### config.mk
export PLATFORM = sky130hd
export DESIGN_NAME = led_effect_mode_sequencer
export DESIGN_NICKNAME = d
export VERILOG_FILES = /design/src/lems_pkg.sv /design/src/led_effect_mode_sequencer.sv /design/src/lems_alu.sv /design/src/lems_effects.sv
export SDC_FILE = /design/constraint.sdc
export NUM_CORES = 1
export LEC_CHECK = 0
export BUFFER_PORTS_ARGS = -buffer_cell sky130_fd_sc_hd__buf_4
export CAP_MARGIN = 30
export CORE_MARGIN = 2
export CORE_UTILIZATION = 63
export DETAILED_ROUTE_END_ITERATION = 7
export MAX_ROUTING_LAYER = met4
export PLACE_DENSITY = 0.79
export SLEW_MARGIN = 0
export SYNTH_ARGS = -nofsm -noshare
export SYNTH_HDL_FRONTEND = slang
export SYNTH_HIERARCHICAL = 1
export SYNTH_SLANG_ARGS = --single-unit
### constraint.sdc
create_clock -name aclk -period 8.99 [get_ports aclk]
set_clock_uncertainty 0.2 [all_clocks]
set_input_delay 0.4495 -clock aclk [delete_from_list [all_inputs] [get_ports aclk]]
set_output_delay 0.4495 -clock aclk [all_outputs]
set_load 0.005 [all_outputs]
### src/lems_pkg.sv
// Shared types, constants and colour tables for the LED effect mode sequencer.
// Used by lems_alu, lems_effects and led_effect_mode_sequencer; depends on nothing.
`timescale 1ns / 1ps

package lems_pkg;

    localparam int LED_COUNT   = 6;
    localparam int HUES        = 6;
    localparam int CNT_W       = 10;
    localparam int WAIT_W      = 16;
    localparam int TIME_W      = 32;
    localparam int IDX_W       = 3;
    localparam int MODE_W      = 2;
    localparam int CFG_ADDR_W  = 3;
    localparam int CFG_DATA_W  = 16;
    localparam int S_DATA_W    = 40;
    localparam int M_DATA_W    = 32;

    localparam logic [CNT_W-1:0]  CNT_MAX       = 10'd1023;
    localparam logic [CNT_W-1:0]  THR_RESET     = 10'd500;
    localparam logic [WAIT_W-1:0] FADE_RESET    = 16'd10;
    localparam logic [WAIT_W-1:0] CHASE_RESET   = 16'd200;
    localparam logic [WAIT_W-1:0] BREATHE_RESET = 16'd10;
    localparam logic [WAIT_W-1:0] ROTATE_RESET  = 16'd500;
    localparam logic [IDX_W-1:0]  LAST_LED      = 3'(LED_COUNT - 1);

    localparam logic [CFG_ADDR_W-1:0] REG_DEBOUNCE = 3'd0;
    localparam logic [CFG_ADDR_W-1:0] REG_FADE     = 3'd1;
    localparam logic [CFG_ADDR_W-1:0] REG_CHASE    = 3'd2;
    localparam logic [CFG_ADDR_W-1:0] REG_BREATHE  = 3'd3;
    localparam logic [CFG_ADDR_W-1:0] REG_ROTATE   = 3'd4;

    localparam logic [MODE_W-1:0] MODE_FADE    = 2'd0;
    localparam logic [MODE_W-1:0] MODE_CHASE   = 2'd1;
    localparam logic [MODE_W-1:0] MODE_BREATHE = 2'd2;
    localparam logic [MODE_W-1:0] MODE_ROTATE  = 2'd3;

    typedef struct packed {
        logic [7:0] red;
        logic [7:0] green;
        logic [7:0] blue;
    } rgb_t;

    typedef struct packed {
        logic              prep;
        logic              adv;
        logic [MODE_W-1:0] mode;
        logic [IDX_W-1:0]  pix_idx;
    } effect_ctrl_t;

    function automatic rgb_t chase_colour(input logic [IDX_W-1:0] i);
        rgb_t c;
        unique case (i)
            3'd0:    c = '{8'd0,   8'd0,   8'd255};
            3'd1:    c = '{8'd128, 8'd0,   8'd128};
            3'd2:    c = '{8'd255, 8'd0,   8'd0};
            3'd3:    c = '{8'd128, 8'd128, 8'd0};
            3'd4:    c = '{8'd0,   8'd255, 8'd0};
            3'd5:    c = '{8'd0,   8'd128, 8'd128};
            default: c = '0;
        endcase
        return c;
    endfunction

    function automatic rgb_t rotate_colour(input logic [IDX_W-1:0] i);
        rgb_t c;
        unique case (i)
            3'd0:    c = '{8'd0,   8'd255, 8'd0};
            3'd1:    c = '{8'd255, 8'd0,   8'd0};
            3'd2:    c = '{8'd0,   8'd0,   8'd255};
            3'd3:    c = '{8'd128, 8'd128, 8'd0};
            3'd4:    c = '{8'd128, 8'd0,   8'd128};
            3'd5:    c = '{8'd255, 8'd128, 8'd0};
            default: c = '0;
        endcase
        return c;
    endfunction

endpackage

### src/led_effect_mode_sequencer.sv
// LED effect mode sequencer top level; depends on lems_pkg, lems_alu and lems_effects.
// A poll is accepted only in the idle state and then passes through the count, debounce,
// difference and compare states, the last three using the shared subtractor; a poll that
// does not fire then returns to idle. A firing poll emits its LED items, one item a cycle
// while the output is not stalled, and then steps the effect in the advance state.
// Reset (aresetn low, synchronous) restores the register defaults and all effect state.
`timescale 1ns / 1ps

module led_effect_mode_sequencer (
    input  logic                              aclk,
    input  logic                              aresetn,
    input  logic                              s_tvalid,
    output logic                              s_tready,
    // From bit 0: button_low[0], now_ms[32:1], zero padding.
    input  logic [lems_pkg::S_DATA_W-1:0]     s_tdata,
    output logic                              m_tvalid,
    input  logic                              m_tready,
    // From bit 0: led_index[2:0], red[10:3], green[18:11], blue[26:19],
    // effect_mode[28:27], zero padding.
    output logic [lems_pkg::M_DATA_W-1:0]     m_tdata,
    output logic                              m_tlast,
    input  logic                              cfg_we,
    input  logic [lems_pkg::CFG_ADDR_W-1:0]   cfg_addr,
    input  logic [lems_pkg::CFG_DATA_W-1:0]   cfg_wdata
);

    typedef enum logic [6:0] {
        S_IDLE = 7'b0000001,
        S_CNT  = 7'b0000010,
        S_DEB  = 7'b0000100,
        S_DIFF = 7'b0001000,
        S_CMP  = 7'b0010000,
        S_EMIT = 7'b0100000,
        S_ADV  = 7'b1000000
    } state_t;

    state_t                            state_reg, state_next;
    logic [lems_pkg::CNT_W-1:0]        thr_reg;
    logic [lems_pkg::WAIT_W-1:0]       wait_reg [4];
    logic [lems_pkg::CNT_W-1:0]        press_reg, press_next;
    logic [lems_pkg::CNT_W-1:0]        release_reg, release_next;
    logic                              held_reg, held_next;
    logic [lems_pkg::MODE_W-1:0]       mode_reg, mode_next;
    logic [lems_pkg::TIME_W-1:0]       last_fire_reg [4];
    logic                              btn_reg;
    logic [lems_pkg::TIME_W-1:0]       now_reg;
    logic [lems_pkg::TIME_W-1:0]       diff_reg;
    logic [lems_pkg::IDX_W-1:0]        pix_reg, pix_next;
    logic                              m_valid_reg, m_valid_next;
    logic [lems_pkg::M_DATA_W-1:0]     m_data_reg;
    logic                              m_last_reg;
    logic [lems_pkg::TIME_W-1:0]       alu_a, alu_b, alu_diff;
    logic                              alu_borrow;
    logic                              out_free, load_out, fire;
    lems_pkg::effect_ctrl_t            fx_ctrl;
    lems_pkg::rgb_t                    pixel;

    lems_alu u_alu (
        .op_a   (alu_a),
        .op_b   (alu_b),
        .diff   (alu_diff),
        .borrow (alu_borrow)
    );

    lems_effects u_effects (
        .aclk    (aclk),
        .aresetn (aresetn),
        .ctrl    (fx_ctrl),
        .pixel   (pixel)
    );

    assign s_tready = (state_reg == S_IDLE);
    assign m_tvalid = m_valid_reg;
    assign m_tdata  = m_data_reg;
    assign m_tlast  = m_last_reg;
    assign out_free = !m_valid_reg || m_tready;
    assign load_out = (state_reg == S_EMIT) && out_free;
    assign fire     = (state_reg == S_CMP) && !alu_borrow;

    assign fx_ctrl.prep    = fire;
    assign fx_ctrl.adv     = (state_reg == S_ADV);
    assign fx_ctrl.mode    = mode_reg;
    assign fx_ctrl.pix_idx = pix_reg;

    always_comb begin
        unique case (state_reg)
            S_DEB: begin
                alu_a = {22'd0, thr_reg};
                alu_b = {22'd0, btn_reg ? press_reg : release_reg};
            end
            S_DIFF: begin
                alu_a = now_reg;
                alu_b = last_fire_reg[mode_reg];
            end
            S_CMP: begin
                alu_a = diff_reg;
                alu_b = {16'd0, wait_reg[mode_reg]};
            end
            default: begin
                alu_a = '0;
                alu_b = '0;
            end
        endcase
    end

    always_comb begin
        state_next   = state_reg;
        press_next   = press_reg;
        release_next = release_reg;
        held_next    = held_reg;
        mode_next    = mode_reg;
        pix_next     = pix_reg;
        m_valid_next = m_valid_reg;
        if (m_valid_reg && m_tready) m_valid_next = 1'b0;
        unique case (state_reg)
            S_IDLE: begin
                if (s_tvalid) state_next = S_CNT;
            end
            S_CNT: begin
                if (btn_reg) begin
                    if (press_reg < lems_pkg::CNT_MAX) press_next = press_reg + 10'd1;
                    release_next = '0;
                end else begin
                    if (release_reg < lems_pkg::CNT_MAX) release_next = release_reg + 10'd1;
                    press_next = '0;
                end
                state_next = S_DEB;
            end
            S_DEB: begin
                if (alu_borrow) begin
                    if (btn_reg) begin
                        if (!held_reg) begin
                            mode_next = mode_reg + 2'd1;
                            held_next = 1'b1;
                        end
                        press_next = '0;
                    end else begin
                        held_next    = 1'b0;
                        release_next = '0;
                    end
                end
                state_next = S_DIFF;
            end
            S_DIFF: begin
                state_next = S_CMP;
            end
            S_CMP: begin
                pix_next   = '0;
                state_next = alu_borrow ? S_IDLE : S_EMIT;
            end
            S_EMIT: begin
                if (out_free) begin
                    m_valid_next = 1'b1;
                    if (pix_reg == lems_pkg::LAST_LED) begin
                        state_next = S_ADV;
                    end else begin
                        pix_next = pix_reg + 3'd1;
                    end
                end
            end
            S_ADV: begin
                state_next = S_IDLE;
            end
            default: begin
                state_next = S_IDLE;
            end
        endcase
    end

    always_ff @(posedge aclk) begin
        if (!aresetn) begin
            state_reg   <= S_IDLE;
            thr_reg     <= lems_pkg::THR_RESET;
            wait_reg[0] <= lems_pkg::FADE_RESET;
            wait_reg[1] <= lems_pkg::CHASE_RESET;
            wait_reg[2] <= lems_pkg::BREATHE_RESET;
            wait_reg[3] <= lems_pkg::ROTATE_RESET;
            press_reg   <= '0;
            release_reg <= '0;
            held_reg    <= 1'b0;
            mode_reg    <= lems_pkg::MODE_FADE;
            for (int i = 0; i < 4; i++) begin
                last_fire_reg[i] <= '0;
            end
            pix_reg     <= '0;
            m_valid_reg <= 1'b0;
        end else begin
            state_reg   <= state_next;
            press_reg   <= press_next;
            release_reg <= release_next;
            held_reg    <= held_next;
            mode_reg    <= mode_next;
            pix_reg     <= pix_next;
            m_valid_reg <= m_valid_next;
            if (fire) last_fire_reg[mode_reg] <= now_reg;
            if (cfg_we) begin
                unique case (cfg_addr)
                    lems_pkg::REG_DEBOUNCE: thr_reg     <= cfg_wdata[lems_pkg::CNT_W-1:0];
                    lems_pkg::REG_FADE:     wait_reg[0] <= cfg_wdata;
                    lems_pkg::REG_CHASE:    wait_reg[1] <= cfg_wdata;
                    lems_pkg::REG_BREATHE:  wait_reg[2] <= cfg_wdata;
                    lems_pkg::REG_ROTATE:   wait_reg[3] <= cfg_wdata;
                    default: begin
                    end
                endcase
            end
        end
    end

    always_ff @(posedge aclk) begin
        if (s_tvalid && s_tready) begin
            btn_reg <= s_tdata[0];
            now_reg <= s_tdata[lems_pkg::TIME_W:1];
        end
        if (state_reg == S_DIFF) diff_reg <= alu_diff;
        if (load_out) begin
            m_data_reg <= {3'd0, mode_reg, pixel.blue, pixel.green, pixel.red, pix_reg};
            m_last_reg <= (pix_reg == lems_pkg::LAST_LED);
        end
    end

`ifndef SYNTHESIS
    a_last_on_sixth: assert property (@(posedge aclk) disable iff (!aresetn)
        m_tvalid |-> (m_tlast == (m_tdata[2:0] == lems_pkg::LAST_LED)))
        else $error("frame end flag does not match the LED position");

    a_index_range: assert property (@(posedge aclk) disable iff (!aresetn)
        m_tvalid |-> (m_tdata[2:0] <= lems_pkg::LAST_LED))
        else $error("LED position out of range");

    a_busy_after_accept: assert property (@(posedge aclk) disable iff (!aresetn)
        (s_tvalid && s_tready) |=> !s_tready)
        else $error("poll accepted while the previous one is in work");

    a_emit_only_on_fire: assert property (@(posedge aclk) disable iff (!aresetn)
        (state_reg == S_EMIT && !$past(state_reg == S_EMIT)) |-> $past(fire))
        else $error("frame started without a timer firing");
`endif

endmodule

### src/lems_alu.sv
// Shared 32-bit subtractor with borrow, used for the debounce and timer compares.
// Depends on lems_pkg.
`timescale 1ns / 1ps

module lems_alu (
    input  logic [lems_pkg::TIME_W-1:0] op_a,
    input  logic [lems_pkg::TIME_W-1:0] op_b,
    output logic [lems_pkg::TIME_W-1:0] diff,
    output logic                        borrow
);

    always_comb begin
        {borrow, diff} = {1'b0, op_a} - {1'b0, op_b};
    end

endmodule

### src/lems_effects.sv
// Effect state for fade, chase, breathe and rotate, with the per-LED colour lookup.
// Depends on lems_pkg.
`timescale 1ns / 1ps

module lems_effects (
    input  logic                  aclk,
    input  logic                  aresetn,
    input  lems_pkg::effect_ctrl_t ctrl,
    output lems_pkg::rgb_t        pixel
);

    localparam logic [1:0] PH_B2R = 2'd0;
    localparam logic [1:0] PH_R2G = 2'd1;
    localparam logic [1:0] PH_G2B = 2'd2;

    lems_pkg::rgb_t                  fade_rgb_reg, fade_rgb_next;
    logic [1:0]                      fade_phase_reg, fade_phase_next;
    lems_pkg::rgb_t                  strip_reg [lems_pkg::LED_COUNT];
    logic [lems_pkg::IDX_W-1:0]      chase_pos_reg, chase_pos_next;
    logic [lems_pkg::IDX_W-1:0]      chase_idx_reg, chase_idx_next;
    lems_pkg::rgb_t                  chase_rgb_reg, chase_rgb_next;
    logic [7:0]                      breathe_level_reg, breathe_level_next;
    logic                            breathe_down_reg, breathe_down_next;
    logic [lems_pkg::IDX_W-1:0]      rotate_off_reg, rotate_off_next;
    logic [lems_pkg::IDX_W-1:0]      rot_sel;
    logic [lems_pkg::IDX_W:0]        rot_diff;

    always_comb begin
        lems_pkg::rgb_t c;
        logic [1:0]     ph;
        c  = fade_rgb_reg;
        ph = fade_phase_reg;
        if (ph == PH_B2R) begin
            c.red  = c.red + 8'd1;
            c.blue = c.blue - 8'd1;
            if (c.red == 8'd255 && c.blue == 8'd0) ph = PH_R2G;
        end
        if (ph == PH_R2G) begin
            c.green = c.green + 8'd1;
            c.red   = c.red - 8'd1;
            if (c.green == 8'd255 && c.red == 8'd0) ph = PH_G2B;
        end
        if (ph == PH_G2B) begin
            c.blue  = c.blue + 8'd1;
            c.green = c.green - 8'd1;
            if (c.blue == 8'd255 && c.green == 8'd0) ph = PH_B2R;
        end
        fade_rgb_next   = c;
        fade_phase_next = ph;
    end

    always_comb begin
        logic [lems_pkg::IDX_W-1:0] idx;
        chase_pos_next = chase_pos_reg + 3'd1;
        idx            = chase_idx_reg;
        if (chase_pos_next >= 3'(lems_pkg::LED_COUNT)) begin
            chase_pos_next = '0;
            idx            = idx + 3'd1;
        end
        if (idx >= 3'(lems_pkg::HUES)) idx = '0;
        chase_idx_next = idx;
        chase_rgb_next = lems_pkg::chase_colour(idx);
    end

    always_comb begin
        breathe_level_next = breathe_down_reg ? breathe_level_reg - 8'd1
                                              : breathe_level_reg + 8'd1;
        breathe_down_next  = breathe_down_reg;
        if (breathe_level_next == 8'd255) breathe_down_next = 1'b1;
        if (breathe_level_next == 8'd0)   breathe_down_next = 1'b0;
    end

    always_comb begin
        rotate_off_next = (rotate_off_reg == lems_pkg::LAST_LED) ? '0 : rotate_off_reg + 3'd1;
        rot_diff = {1'b0, ctrl.pix_idx} - {1'b0, rotate_off_reg};
        if (rot_diff[lems_pkg::IDX_W]) begin
            rot_sel = rot_diff[lems_pkg::IDX_W-1:0] + 3'(lems_pkg::HUES);
        end else begin
            rot_sel = rot_diff[lems_pkg::IDX_W-1:0];
        end
    end

    always_comb begin
        unique case (ctrl.mode)
            lems_pkg::MODE_FADE,
            lems_pkg::MODE_CHASE: begin
                pixel = (ctrl.pix_idx <= lems_pkg::LAST_LED) ? strip_reg[ctrl.pix_idx] : '0;
            end
            lems_pkg::MODE_BREATHE: begin
                pixel = '{breathe_level_reg, breathe_level_reg, breathe_level_reg};
            end
            lems_pkg::MODE_ROTATE: begin
                pixel = lems_pkg::rotate_colour(rot_sel);
            end
            default: begin
                pixel = '0;
            end
        endcase
    end

    always_ff @(posedge aclk) begin
        if (!aresetn) begin
            fade_rgb_reg      <= '{8'd0, 8'd0, 8'd255};
            fade_phase_reg    <= PH_B2R;
            for (int i = 0; i < lems_pkg::LED_COUNT; i++) begin
                strip_reg[i] <= '0;
            end
            chase_pos_reg     <= '0;
            chase_idx_reg     <= '0;
            chase_rgb_reg     <= '0;
            breathe_level_reg <= '0;
            breathe_down_reg  <= 1'b0;
            rotate_off_reg    <= '0;
        end else begin
            if (ctrl.prep) begin
                if (ctrl.mode == lems_pkg::MODE_FADE) begin
                    for (int i = 0; i < lems_pkg::LED_COUNT; i++) begin
                        strip_reg[i] <= fade_rgb_reg;
                    end
                end else if (ctrl.mode == lems_pkg::MODE_CHASE) begin
                    if (chase_pos_reg <= lems_pkg::LAST_LED) begin
                        strip_reg[chase_pos_reg] <= chase_rgb_reg;
                    end
                end
            end
            if (ctrl.adv) begin
                unique case (ctrl.mode)
                    lems_pkg::MODE_FADE: begin
                        fade_rgb_reg   <= fade_rgb_next;
                        fade_phase_reg <= fade_phase_next;
                    end
                    lems_pkg::MODE_CHASE: begin
                        chase_pos_reg <= chase_pos_next;
                        chase_idx_reg <= chase_idx_next;
                        chase_rgb_reg <= chase_rgb_next;
                    end
                    lems_pkg::MODE_BREATHE: begin
                        breathe_level_reg <= breathe_level_next;
                        breathe_down_reg  <= breathe_down_next;
                    end
                    lems_pkg::MODE_ROTATE: begin
                        rotate_off_reg <= rotate_off_next;
                    end
                    default: begin
                    end
                endcase
            end
        end
    end

endmodule

==> run_results.csv, run 1 <==
group,metric,value,unit
run_status,outcome,"completed",
worst_setup_path,cp_data_arrival_time,7.43,ns
clock_network,clk_pin_slew_worst_paths,0.06,ns
timing,min_period_over_period,81.5,%
placement,dp_cells,3000,
global_routing,grt_max_degree,62,
synthesis,synth_top_cell_area_share,47.6,%
synthesis,synth.avg_cell_area,11.3,um2
clock_network,ctsResizeCount,0,
clock_network,htree_levels,2,
power_and_ir_drop,powerDensity,176,nW/um2
drt,ant_nets,0,
clock_network,clockBufferDepth,3,
placement,gp_congestion,0.906,
final_layout,syn_to_final_growth,13.1,%
global_routing,grt_pass1_wl,104000,um
worst_setup_path,critical_path.max_fanout,15,
global_routing,antenna_found_initial,0,
synthesis,ys_warn_count,6,
synthesis,ys_ff_latch,531,
placement,hpwl,43000,um
timing,whs,0.0306,ns
drt,viasPerCell,6.19,
timing,fin_setup_tns,0,ns
final_layout,antennaDiodeCount,0,
timing,period_minus_slack,7.33,ns
worst_setup_path,r2r-start,"state_reg[5]",
timing,fmax,136,MHz
worst_setup_path,cp_slowest_cell,"or4b_1",
synthesis,synth_fa_ha_area_share,3.09,%
synthesis,ys_async_sr_fraction,0,%
timing,slew_headroom,30.8,%
global_routing,grt_usage,30.8,%
final_layout,nFillCells,2904,
clock_network,hold_buffers,51,
drt,dr_total_vias,19500,
worst_setup_path,critPathKind,"register to register",
placement,portBuffers,88,
worst_setup_path,worstPathRequired,9.09,ns
synthesis,synth_flop_cell,"edfxtp_1",
worst_setup_path,rr_worst_depth,23,
synthesis,yosys-top-cells-area,"edfxtp_1 (48%), dfxtp_1 (7.0%), mux4_2 (5.9%), nand2_1 (5.6%), and2_1 (5.0%)",
synthesis,synth_xor_area_share,2.78,%
clock_network,tritoncts,"done",
timing,hold_viol,0,
power_and_ir_drop,vdd_drop_max,0.000189,V
final_layout,final_core_util,72.1,%
die,start_util,63.7,%
final_layout,largest_reg_flops,148,
clock_network,numCtsBuffers,54,
synthesis,synth_largest_area_cell,"edfxtp_1",
min_path,holdPathStages,2,
drt,route.detailed.drc,0,
die,ioPinCount,99,
worst_setup_path,cp-startpoint,"state_reg[5]",
job,cap_violations,0,
min_path,hold_path.class,"input pin to register",
timing,final-setup-viol-count,0,
worst_setup_path,cp_cell_sequence,"or4b_1 -> nor2_1 -> buf_4 -> a22oi_1 -> nand2_1 -> inv_1 -> ha_1 -> fa_1 -> nor2b_1 -> o2111a_1 -> o21ba_1 -> a211o_1 -> a21oi_1 -> nand2_1 -> a31oi_1 -> inv_1 -> nand2_1 -> inv_1 -> nand3_1 -> or2_2 -> nor3_1 -> nand2b_1 -> buf_4",
synthesis,ys_seq_area_share,54.6,%
timing,slew_viol_final,0,
die,die_y,213,um
drt,wl_per_cell,21.1,um
global_routing,grt_pass1_vias,19300,
timing,worstMarginPinSlew,1.03,ns
die,die_w,213,um
die,rows,76,
synthesis,yosys.area_share.simple,18.4,%
synthesis,synth_cells,2433,
global_routing,grt_overflow_total,0,
synthesis,synth_most_common_cell,"edfxtp_1",
clock_network,post_cts_buffers,0,
die,dieArea,45300,um2
drt,first_pass_iters,6,
synthesis,synthTopCellsByCount,"edfxtp_1 (435), nand2_1 (407), and2_1 (220), o21ai_0 (108), dfxtp_1 (96)",
final_layout,finalNetCount,2654,
worst_setup_path,cpPeakStageDelay,0.75,ns
synthesis,netlist_area,27400,um2
synthesis,synth_enable_flop_cells,435,
min_path,min_from,"cfg_addr[2]",
clock_network,clock_sinks,531,
timing,rsz0062_at_grt,"no",
die,core,43100,um2
clock_network,cts-root-buf,"clkbuf_16",
final_layout,final_cells,3154,
worst_setup_path,critPathCaptureType,"register",
synthesis,synthMuxAreaShare,7.22,%
synthesis,synth_compound_area_share,10.6,%
synthesis,yosysUniqueCellTypes,105,
power_and_ir_drop,p_leak,12.2,nW
worst_setup_path,start_kind,"register",
final_layout,layout-drive-gt1-share,13.9,%
clock_network,clk-insertion-delay-late,0.62,ns
synthesis,synth_top_family_by_area,"simple AND/OR/NAND/NOR gates",
drt,wirelength,66500,um
drt,first_iter_violations,1737,
## cells in the final DEF (no fill, tap or decap), types with 63 or more instances in the layout
master    Yosys  layout
o21ai_0     108     100
ha_1         63      63
nor2_1       80      80
mux4_2       72      72
inv_1        80      79
edfxtp_1    435     435
a21oi_1      80      80
nand2_1     407     407
nand3_1      66      66
dfxtp_1      96      92
and2_1      220     219
buf_4         9     121
## critical path: cells and delay by family (launching register included)
family	cells	cell delay (ns)
AOI/OAI and AO/OA	6	1.16
and+or+nand+nor	10	3.55
buffers and inverters	5	1.11
adders and majority gates	2	0.64
DFF	1	0.35
## path summary, 6_finish.rpt
check        slack [ns]                    endpoint
min reg2reg        0.29                  thr_reg[1]
min                0.03              wait_reg[0][1]
max                1.66  u_effects/strip_reg[1][11]
max reg2reg        1.66  u_effects/strip_reg[1][11]
## metal layers
metal  routed length, um  up-vias  global-route usage, %
li1                    -     9055                      -
met1               26100     9587                   37.5
met2               33700      740                   52.4
met3                4080      148                   3.69
met4                2650        0                   12.7
met5                   0        -                      -
## through the flow
step           setup slack [ns]  power (mW)  instance area (um2)
2_1_floorplan              2.13        2.96                27500
3_3_place_gp               1.83        3.05                28600
3_5_place_dp               1.74        3.06                28600
4_1_cts                    1.67        5.48                31000
5_1_grt                    1.18        5.60                31100
6_report                   1.66        5.46                31100
## cell type report
class,instances,area (um2),area share [%]
clock buffer,65,1410,4.55
tap,585,732,2.36
clock inverter,36,513,1.65
timing repair buffer,174,1450,4.68
multi-input combinational,1682,11600,37.5
sequential,531,15000,48.3
inverter,81,304,0.979
## kinds of logic (layout without fill, tap and decap cells)
family	count (synthesis)	count (layout)
flip-flops	531	531
other	1	3
AND/OR/NAND/NOR	989	989
AO/OA/AOI/OAI	430	430
multiplexers	107	107
XOR/XNOR	87	87
buffers and inverters	222	356
adder cells (fa/ha/maj)	66	66
## power by group
| part | switching, mW | total, mW | leakage (nW) | internal (mW) |
|---|---|---|---|---|
| clock | 0.975 | 2.42 | 0.936 | 1.45 |
| sequential | 0.0476 | 2.79 | 5.09 | 2.74 |
| combinational | 0.145 | 0.247 | 6.20 | 0.102 |
| total | 1.17 | 5.46 | 12.2 | 4.29 |
Power figures use the tool's default switching activity.
==> run 2, diff against run 1 <==
--- a/config.mk
+++ b/config.mk
@@ -5,6 +5,7 @@
 export SDC_FILE = /design/constraint.sdc
 export NUM_CORES = 1
 export LEC_CHECK = 0
+export ABC_AREA = 1
 export BUFFER_PORTS_ARGS = -buffer_cell sky130_fd_sc_hd__buf_4
 export CAP_MARGIN = 30
 export CORE_MARGIN = 2
==> constraint.sdc (replaced) <==
create_clock -name aclk -period 7.4 [get_ports aclk]
set_clock_uncertainty 0.2 [all_clocks]
set_input_delay 0.37 -clock aclk [delete_from_list [all_inputs] [get_ports aclk]]
set_output_delay 0.37 -clock aclk [all_outputs]
set_load 0.005 [all_outputs]
==> run_results.csv, run 2 <==
group,metric,value,unit
die,rows,77,
synthesis,ys_warn_count,6,
power_and_ir_drop,p_leak,14.5,nW
timing,fmax,162,MHz
die,start_util,64.0,%
global_routing,grt_pass1_vias,22800,
clock_network,numCtsBuffers,55,
power_and_ir_drop,powerDensity,201,nW/um2
clock_network,clockBufferDepth,3,
power_and_ir_drop,vdd_drop_max,0.000187,V
global_routing,grt_usage,32.9,%
drt,first_iter_violations,2799,
placement,portBuffers,88,
final_layout,largest_reg_flops,150,
synthesis,ys_ff_latch,533,
die,die_w,216,um
die,core,44400,um2
min_path,hold_path.class,"input pin to register",
worst_setup_path,cp-startpoint,"state_reg[5]",
global_routing,grt_overflow_total,0,
clock_network,clk_pin_slew_worst_paths,0.06,ns
die,die_y,216,um
synthesis,synth_cells,3329,
worst_setup_path,cpPeakStageDelay,0.55,ns
worst_setup_path,critPathKind,"register to register",
job,cap_violations,0,
synthesis,yosysUniqueCellTypes,59,
timing,worstMarginPinSlew,1.09,ns
final_layout,finalNetCount,3571,
clock_network,hold_buffers,58,
synthesis,synth_flop_cell,"edfxtp_1",
global_routing,grt_pass1_wl,119000,um
synthesis,synth.avg_cell_area,8.54,um2
drt,ant_nets,0,
worst_setup_path,worstPathRequired,7.49,ns
final_layout,layout-drive-gt1-share,10.0,%
timing,fin_setup_tns,0,ns
placement,hpwl,49200,um
timing,slew_headroom,27.2,%
worst_setup_path,critPathCaptureType,"register",
timing,final-setup-viol-count,0,
worst_setup_path,critPathBufInv,10,
drt,first_pass_iters,6,
clock_network,tritoncts,"done",
clock_network,cts-root-buf,"clkbuf_16",
final_layout,antennaDiodeCount,0,
min_path,min_from,"cfg_we",
clock_network,clock_sinks,533,
worst_setup_path,critPathTopFamily,"simple AND/OR/NAND/NOR gates",
synthesis,ys_seq_area_share,52.9,%
synthesis,synth_largest_area_cell,"edfxtp_1",
clock_network,htree_levels,2,
drt,dr_total_vias,23700,
synthesis,yosys-top-cells-area,"edfxtp_1 (46%), nand2_1 (12%), dfxtp_1 (6.8%), nor2_1 (6.6%), inv_1 (4.8%)",
worst_setup_path,path_common_cell,"nand2_1",
die,ioPinCount,99,
worst_setup_path,critical_path_depth,29,
worst_setup_path,start_kind,"register",
timing,min_period_over_period,83.6,%
final_layout,layout_commonest_cell,"nand2_1",
final_layout,final_cell_mix,"nand2_1 (877), nor2_1 (495), edfxtp_1 (437)",
synthesis,synth_most_common_cell,"nand2_1",
final_layout,syn_to_final_growth,12.4,%
worst_setup_path,cp_data_arrival_time,6.28,ns
timing,hold_viol,0,
synthesis,netlist_area,28400,um2
run_status,outcome,"completed",
clock_network,ctsResizeCount,0,
worst_setup_path,cp_slowest_cell,"inv_2",
timing,slew_viol_final,0,
global_routing,grt_max_degree,99,
synthesis,synth_enable_flop_cells,437,
final_layout,final_core_util,71.9,%
worst_setup_path,r2r-start,"state_reg[5]",
worst_setup_path,critical_path.max_fanout,37,
drt,viasPerCell,5.82,
die,dieArea,46800,um2
worst_setup_path,rr_worst_depth,29,
timing,period_minus_slack,6.19,ns
drt,wirelength,75400,um
timing,rsz0062_at_grt,"no",
clock_network,clk-insertion-delay-late,0.62,ns
global_routing,antenna_found_initial,0,
placement,gp_congestion,1.02,
clock_network,post_cts_buffers,0,
drt,wl_per_cell,18.5,um
synthesis,synth_top_cell_area_share,46.2,%
drt,route.detailed.drc,0,
min_path,holdPathStages,4,
synthesis,ys_async_sr_fraction,0,%
synthesis,synthTopCellsByCount,"nand2_1 (877), nor2_1 (496), edfxtp_1 (437), inv_1 (366), o21ai_0 (185)",
-- run 2: changes by cell type after synthesis, sizes merged, moves of 25 or more --
cell / previous run / this run
a21oi: 81 / 142
o22ai: 4 / 29
nand2: 407 / 937
and2: 221 / 1
mux2i: 26 / 0
inv: 80 / 379
o21ai: 113 / 201
nand3: 68 / 185
or3: 25 / 0
clkbuf: 102 / 77
mux4: 72 / 0
nor2: 85 / 525
xnor2: 54 / 8
-- run 2: final cells by class --
type                    count  area (um2)
fillers                  3287       12500
inverters                 386        1460
clock inverters            38         362
repair buffers            184        1580
multi-input cells        2281       11300
well taps                 592         741
flip-flops and latches    533       15000
clock buffers              64        1430
-- run 2: tightest hold or removal path, stage by stage --
cell and delay (ns):
buf_4 0.12, nand3_1 0.12, nor2_2 0.10, nand2_1 0.07
-- run 2: stage by stage --
step                      hold WS, ns  instances  total power [mW]  area (um2)  worst slack (ns)
after floorplan                 0.236       3331              3.56       28400              1.29
after global placement          0.247       3915              3.65       29500              1.50
after detailed placement        0.257       3917              3.66       29500              1.31
after CTS                      0.0226       4077              6.42       31900              1.29
after global routing            0.114       4078              6.56       31900             0.793
final                          0.0581       4078              6.41       31900              1.21
-- run 2: layer usage --
metal	vias up	global-route usage [%]	share of wire, %	routed length [um]
li1	11200	-	-	-
met1	11200	42.9	40	30100
met2	1243	53.4	48	36100
met3	168	4.62	9.5	7160
met4	0	11.1	2.7	2070
met5	-	-	0	0
-- run 2: final timing paths --
check	slack, ns	to
hold / removal	0.06	wait_reg[3][8]
setup reg to reg	1.21	u_effects/strip_reg[0][21]
hold reg to reg	0.27	u_effects/chase_rgb_reg[7]
setup / recovery	1.21	u_effects/strip_reg[0][21]
-- run 2: cells by family after synthesis --
family,after synthesis,share of synthesized area [%]
AND/OR/NAND/NOR,1698,25.5
other,1,0.0132
XOR/XNOR,43,1.42
adder cells (fa/ha/maj),66,2.99
flip-flops,533,52.9
buffers and inverters,517,7.45
AO/OA/AOI/OAI,471,9.72
-- run 2: where the power goes --
group / internal (mW) / switching (mW) / total (mW)
combinational: 0.0863 / 0.164 / 0.251
sequential: 3.33 / 0.0466 / 3.38
clock: 1.59 / 1.18 / 2.77
total: 5.01 / 1.39 / 6.41
